**src/design/whfs_pkg.sv**
```systemverilog
// Shared codes, command and status types for the wave height field step unit.
package whfs_pkg;

   localparam int KW  = 18;
   localparam int TSW = 16;

   localparam logic [1:0] MODE_TICK    = 2'd0;
   localparam logic [1:0] MODE_DISTURB = 2'd1;
   localparam logic [1:0] MODE_READ    = 2'd2;
   // unused mode value, handled as a read
   localparam logic [1:0] MODE_SPARE   = 2'd3;

   localparam logic [1:0] REG_K_PREV     = 2'd0;
   localparam logic [1:0] REG_K_CENTER   = 2'd1;
   localparam logic [1:0] REG_K_NEIGHBOR = 2'd2;
   localparam logic [1:0] REG_TIME_STEP  = 2'd3;

   localparam logic signed [KW-1:0] K_PREV_RST     = -18'sd16384;
   localparam logic signed [KW-1:0] K_CENTER_RST   = 18'sd16384;
   localparam logic signed [KW-1:0] K_NEIGHBOR_RST = 18'sd4096;
   localparam logic [TSW-1:0]       TIME_STEP_RST  = 16'd30;

   // last sub-step index of each read sequence
   localparam logic [2:0] SUB_UPD_LAST  = 3'd4;
   localparam logic [2:0] SUB_SLP_LAST  = 3'd3;
   localparam logic [2:0] SUB_DIST_LAST = 3'd4;

   typedef enum logic [2:0] {
      RD_NONE,
      RD_UPD,
      RD_SLP,
      RD_DIST,
      RD_ITEM
   } rd_sel_type;

   typedef struct packed {
      logic       accept;
      logic       tick_upd;
      logic       clr_wr;
      rd_sel_type rd_sel;
      logic       sub_clr;
      logic       sub_inc;
      logic       pt_init;
      logic       pt_inc;
      logic       mul;
      logic       sum;
      logic       upd_wr;
      logic       swap;
      logic       set_oor;
   } cmd_type;

   typedef struct packed {
      logic [1:0] mode;
      logic       trigger;
      logic       in_range;
      logic       pt_last;
      logic       clr_last;
      logic       out_busy;
      logic [2:0] sub_idx;
   } stat_type;

endpackage

```
**src/design/whfs_ctrl.sv**
```systemverilog
// Sequencer for clearing, grid update, slope pass, disturb and report.
module whfs_ctrl
   import whfs_pkg::*;
(
   input  logic     clock,
   input  logic     reset,
   input  logic     req_tvalid,
   output logic     req_tready,
   input  stat_type stat,
   output cmd_type  cmd
);

   typedef enum logic [3:0] {
      ST_CLEAR,
      ST_IDLE,
      ST_DECODE,
      ST_U_RD,
      ST_U_WAIT,
      ST_U_MUL,
      ST_U_SUM,
      ST_U_WR,
      ST_SWAP,
      ST_S_RD,
      ST_S_WR,
      ST_D_RD,
      ST_D_WR,
      ST_RPT,
      ST_OUT
   } state_type;

   state_type state_ff, state_in;

   always_comb begin
      state_in = state_ff;
      cmd      = '0;
      case (state_ff)
         ST_CLEAR: begin
            cmd.clr_wr = 1'b1;
            if (stat.clr_last) state_in = ST_IDLE;
         end
         ST_IDLE: begin
            cmd.accept = req_tvalid;
            if (req_tvalid) state_in = ST_DECODE;
         end
         ST_DECODE: begin
            case (stat.mode)
               MODE_TICK: begin
                  cmd.tick_upd = 1'b1;
                  if (stat.trigger) begin
                     cmd.pt_init = 1'b1;
                     cmd.sub_clr = 1'b1;
                     state_in    = ST_U_RD;
                  end else begin
                     state_in = ST_RPT;
                  end
               end
               MODE_DISTURB: begin
                  if (stat.in_range) begin
                     cmd.sub_clr = 1'b1;
                     state_in    = ST_D_RD;
                  end else begin
                     cmd.set_oor = 1'b1;
                     state_in    = ST_RPT;
                  end
               end
               MODE_READ: state_in = ST_RPT;
               default:   state_in = ST_RPT;
            endcase
         end
         ST_U_RD: begin
            cmd.rd_sel = RD_UPD;
            if (stat.sub_idx == SUB_UPD_LAST) begin
               cmd.sub_clr = 1'b1;
               state_in    = ST_U_WAIT;
            end else begin
               cmd.sub_inc = 1'b1;
            end
         end
         ST_U_WAIT: state_in = ST_U_MUL;
         ST_U_MUL: begin
            cmd.mul  = 1'b1;
            state_in = ST_U_SUM;
         end
         ST_U_SUM: begin
            cmd.sum  = 1'b1;
            state_in = ST_U_WR;
         end
         ST_U_WR: begin
            cmd.upd_wr = 1'b1;
            cmd.pt_inc = 1'b1;
            state_in   = stat.pt_last ? ST_SWAP : ST_U_RD;
         end
         ST_SWAP: begin
            cmd.swap    = 1'b1;
            cmd.pt_init = 1'b1;
            cmd.sub_clr = 1'b1;
            state_in    = ST_S_RD;
         end
         ST_S_RD: begin
            cmd.rd_sel = RD_SLP;
            if (stat.sub_idx == SUB_SLP_LAST) begin
               cmd.sub_clr = 1'b1;
               state_in    = ST_S_WR;
            end else begin
               cmd.sub_inc = 1'b1;
            end
         end
         ST_S_WR: begin
            cmd.pt_inc = 1'b1;
            state_in   = stat.pt_last ? ST_RPT : ST_S_RD;
         end
         ST_D_RD: begin
            cmd.rd_sel = RD_DIST;
            state_in   = ST_D_WR;
         end
         ST_D_WR: begin
            if (stat.sub_idx == SUB_DIST_LAST) begin
               state_in = ST_RPT;
            end else begin
               cmd.sub_inc = 1'b1;
               state_in    = ST_D_RD;
            end
         end
         ST_RPT: begin
            // hold until the output word has been taken
            if (!stat.out_busy) begin
               cmd.rd_sel = RD_ITEM;
               state_in   = ST_OUT;
            end
         end
         ST_OUT:  state_in = ST_IDLE;
         default: state_in = ST_CLEAR;
      endcase
   end

   always_ff @(posedge clock) begin
      if (reset) begin
         state_ff <= ST_CLEAR;
      end else begin
         state_ff <= state_in;
      end
   end

   assign req_tready = (state_ff == ST_IDLE);

endmodule

```
**config.mk**
```make
export PLATFORM = sky130hd
export DESIGN_NAME = whfs_ctrl
export DESIGN_NICKNAME = d
export VERILOG_FILES = /design/src/design/whfs_pkg.sv /design/src/design/whfs_ctrl.sv
export SDC_FILE = /design/constraint.sdc
export NUM_CORES = 1
export LEC_CHECK = 0
export BUFFER_PORTS_ARGS = -buffer_cell sky130_fd_sc_hd__buf_2
export CORE_ASPECT_RATIO = 0.9
export CORE_UTILIZATION = 39
export CTS_CLUSTER_SIZE = 10
export DETAILED_ROUTE_END_ITERATION = 8
export PLACE_DENSITY = 0.73
export SLEW_MARGIN = 15
export SYNTH_ARGS = -nofsm -noshare
export SYNTH_HDL_FRONTEND = slang
export SYNTH_SLANG_ARGS = --single-unit
```
**constraint.sdc**
```tcl
create_clock -name clock -period 1.4 [get_ports clock]
set_input_delay 0.28 -clock clock [delete_from_list [all_inputs] [get_ports clock]]
set_output_delay 0.28 -clock clock [all_outputs]
set_load 0.005 [all_outputs]
```
# Yosys cells after proc, flatten, opt, wreduce, memory -nomap -nowiden
# Index checks and enable logic that the tools add are counted.
# word_totals
input_bits	13
wordCells	65
regBits	4
# classes
muxes	37
reduce_logical	5
n_eq_ne	22
# op_table
operator	count
one-hot mux 4 bit (15 select lines)	1
== test 4 bit, second input constant	7
two-way mux 4 bit	7
two-way mux 1 bit	19
== test 4 x 3 -> 1 bit, second input constant	4
two-way mux 3 bit	4
one-hot mux 3 bit (4 select lines)	1
!= test 2 bit, second input constant	5
== test 4 x 2 -> 1 bit, second input constant	2
one-hot mux 4 bit (2 select lines)	1
one-hot mux 1 bit (2 select lines)	3
AND reduction 5 bit	1
== test 4 x 1 -> 1 bit, second input constant	1
zero test 4 bit	1
one-hot mux 1 bit (4 select lines)	1
OR reduction 2 bit	2
== test 3 x 2 -> 1 bit, second input constant	1
== test 3 bit, second input constant	1
== test 2 x 1 -> 1 bit, second input constant	1
zero test 2 bit	1

# Depth between registers and ports, before layout
# logic_depth
word_depth	3
ltp_mapped	6

# Least setup slack after synthesis
# OpenSTA, ideal clock, no wires.
# synth_timing
kind	register -> output
from	reg state_ff[0]
to	out cmd[8] (netlist name)
arrival_ns	1.303
setup_slack_ns	-0.183
stages_incl_launch_ff	7
cell_sequence	dfxtp_1 buf_2 buf_1 nand2_1 nor3_1 a21oi_1 o22ai_1
# synth_rtl
element	line	rtl
from (decl)	whfs_ctrl.sv:31	state_type state_ff, state_in;
from (signal assigned)	whfs_ctrl.sv:140	state_ff <= state_in;
to (decl)	whfs_ctrl.sv:10	output cmd_type cmd

==> metrics.csv <==
stage;metric;value;unit
pwr;p_sw;0.001109;W
setup_path;reg2reg_from;state_ff[3]$_SDFFE_PP0P_;
setup_path;crit_type;flip-flop to primary output;
timing;hold_viol_final;0;
global_routing;grt_pass1_wl;2.925;mm
pwr;combPwrFrac;0.833;
setup_path;cp_max_fo;19;
floorplan;io_pins;29;
finish;syn_to_final_growth;113.3;%
global_routing;grt_max_degree;20;
synthesis;async_reset_ff_frac;0;
clock_network;ctsHoldBuffers;0;
synthesis;seq_area_frac_synth;0.1400;
synthesis;ys_ff_latch;4;
clock_network;cts_buffers;3;
synthesis;netlist.area_leader.share;0.1400;
detailed_routing;vias_per_cell;6.385;
place;io_buffer_count;28;
synthesis;synthFlopType;dfxtp_1;
global_routing;grtUsageTotal;0.2388;
clock_network;cts-root-buf;clkbuf_4;
timing;slew_headroom;0.7803;
synthesis;yosys.area.top_type;dfxtp_1;
synthesis;syn-mean-instance-area;6.649;sq um
global_routing;antenna_found_initial;0;
timing;setup_slack;-0.3667;ns
finish;final_util;0.9448;
pwr;seqPwrFrac;0.102;
timing;layout_min_cycle_time;1.767;ns
worst_hold_path;hold_class;input pin to flip-flop;
synthesis;synth_common_cells;11 x nor2_1, 8 x nand2_1, 7 x nor3_1;
finish;num_antenna_cells;0;
finish;drive_gt1_frac;0.6268;
global_routing;gr-total-overflow;0;
clock_network;clkLatencyLatePin;0.25;ns
timing;fmax;566.0;MHz
place;place_ws;-0.2193;ns
detailed_routing;vias;996;
finish;nets;157;
synthesis;synth_cell_types;34;
synthesis;synth_most_common_cell;nor2_1;
floorplan;die_area;1623;sq um
detailed_routing;drtIter0Drc;47;
clock_network;cts_sinks;4;
finish;fillers;37;
finish;multi_input_area;575.6;sq um
floorplan;die_w;42.36;um
pwr;vdd_drop_max;0.001641;V
clock_network;clockBufferDepth;2;
detailed_routing;ant_nets;0;
timing;skew;0.003862;ns
detailed_routing;firstDrtPassIters;4;
floorplan;start_util;0.4428;
detailed_routing;drt-wirelength-per-cell;20.48;um
synthesis;syn_area;571.8;sq um
pwr;switching_share;0.4420;
run_status;violations;setup timing;
setup_path;critical_path_required;1.12;ns
pwr;p_int;0.001400;W
setup_path;cp-start-kind;flip-flop;
setup_path;worstPathArrival;1.49;ns
timing;min_period_over_period;1.262;
synthesis;syn_nets;99;
place;gp_congestion;0.8668;
pwr;clockPowerShare;0.065;
setup_path;setup.worst_path.start;state_ff[0]$_SDFFE_PP0P_;
timing;worst-slew-pin-transition;0.3270;ns
worst_hold_path;hp-start;reset;
clock_network;cts_tree;done;
floorplan;core_region_area;1291;sq um
synthesis;syn_inst;86;
finish;regMostFlops;state_ff;
synthesis;ys_top_cells_by_area;dfxtp_1 14%, nor2_1 7.2%, nor3_1 6.1%, nand2b_1 5.5%, a21oi_1 5.3%;
detailed_routing;route.detailed.drc;0;
run_status;status;finished, violations left;
timing;rsz0062_at_grt;true;
synthesis;yosys_warnings;0;
floorplan;num_rows;12;
place;hpwl;1.241;mm
setup_path;cp-end-kind;primary output;
timing;holdWs;0.2829;ns
global_routing;grt_pass1_vias;685;
finish;reg_top3;state_ff (4);
clock_network;htreeDepth;1;
pwr;power.density;2056;nW/um^2
clock_network;clkTransAtPathRegs;0.05;ns
synthesis;synth-edff-count;0;
flow_run;maxCapViolCount;0;
pwr;power.leakage;0.5372;nW
timing;setup_viol;20;
detailed_routing;routed_wl;3.195;mm
floorplan;die_height;38.33;um
finish;seq_area;90.09;sq um
finish;largest_reg_flops;4;
timing;final_max_slew_viol_count;0;
logic make-up (layout without fill, tap and decap cells):
kind of cell,count (synthesis),after routing,synth area share
AO/OA/AOI/OAI,23,23,0.2823
multiplexers,2,2,0.03501
flip-flops,4,4,0.1400
AND/OR/NAND/NOR,47,47,0.4617
buffers and inverters,10,66,0.08094
critical path, stage by stage, from the launching register on:
cell and delay [ns]:
dfxtp_2 0.35, buf_6 0.22, nand2_1 0.11, nor3_1 0.20, a21oi_1 0.07, o22ai_1 0.15
buf_2 0.13
power by group through the flow:
stage	combinational, W	clock [W]	sequential [W]
floorplan	0.000744	0	0.000184
global placement	0.00103	0	0.000198
detailed placement	0.00104	0	0.000200
CTS	0.00124	0.000152	0.000206
global route	0.00218	0.000173	0.000257
finish	0.00209	0.000164	0.000255
layout make-up:
type / count / area share
clock buffers: 3 / 0.01846
inverters: 1 / 0.003077
flip-flops and latches: 4 / 0.07385
well taps: 14 / 0.01436
repair buffers: 62 / 0.4185
multi-input cells: 72 / 0.4718
worst paths after layout:
path	to	slack, ns	cells past startpoint
max	cmd[8]	-0.37	6
min	state_ff[2]$_SDFFE_PP0P_	0.28	2
max reg2reg	state_ff[0]$_SDFFE_PP0P_	-0.25	7
min reg2reg	state_ff[2]$_SDFFE_PP0P_	0.80	3
metal layers:
metal / vias up / routed length [um] / GRT usage
met5: - / 0 / 0
met4: 0 / 161 / 0.02344
met3: 20 / 392 / 0.06604
met2: 94 / 1518 / 0.4423
met1: 450 / 1122 / 0.2869
li1: 432 / - / -
placed cells by master (no fill, tap or decap), types with 2 or more instances in the layout:
| master | n |
|---|---|
| nand2b_4 | 4 |
| o31a_1 | 2 |
| nand2b_1 | 2 |
| nor2_4 | 3 |
| dfxtp_4 | 2 |
| a21oi_1 | 6 |
| buf_8 | 3 |
| buf_6 | 12 |
| dfxtp_2 | 2 |
| buf_2 | 28 |
| or4_4 | 2 |
| buf_4 | 16 |
| nor3_4 | 2 |
| nor3b_1 | 3 |
| nand2_1 | 8 |
| and2_1 | 2 |
| nor2_1 | 7 |
| clkbuf_4 | 3 |
| nand3b_1 | 4 |
| mux2i_1 | 2 |
| o21ai_1 | 2 |
| nor3_1 | 4 |
| o21ai_0 | 2 |
| clkbuf_16 | 2 |
| a211o_1 | 2 |
metrics by stage:
| step | cells | power (W) | area, sq um | setup TNS (ns) |
|---|---|---|---|---|
| after floorplan | 86 | 0.0009277 | 578.1 | -0.3038 |
| after global placement | 132 | 0.001226 | 785.8 | -0.8949 |
| after detailed placement | 132 | 0.001238 | 785.8 | -1.018 |
| after CTS | 141 | 0.001599 | 907.1 | -2.629 |
| after global routing | 156 | 0.002607 | 1220 | -5.266 |
| final | 156 | 0.002509 | 1220 | -4.345 |
repair_timing:
action                     CTS  global route
buffers inserted             6            12
setup endpoints to repair   18            19
cloned                       0             3
pin swaps                    5             5
gates resized for setup     10            38
Note: power is estimated with default switching activity, not from simulation.
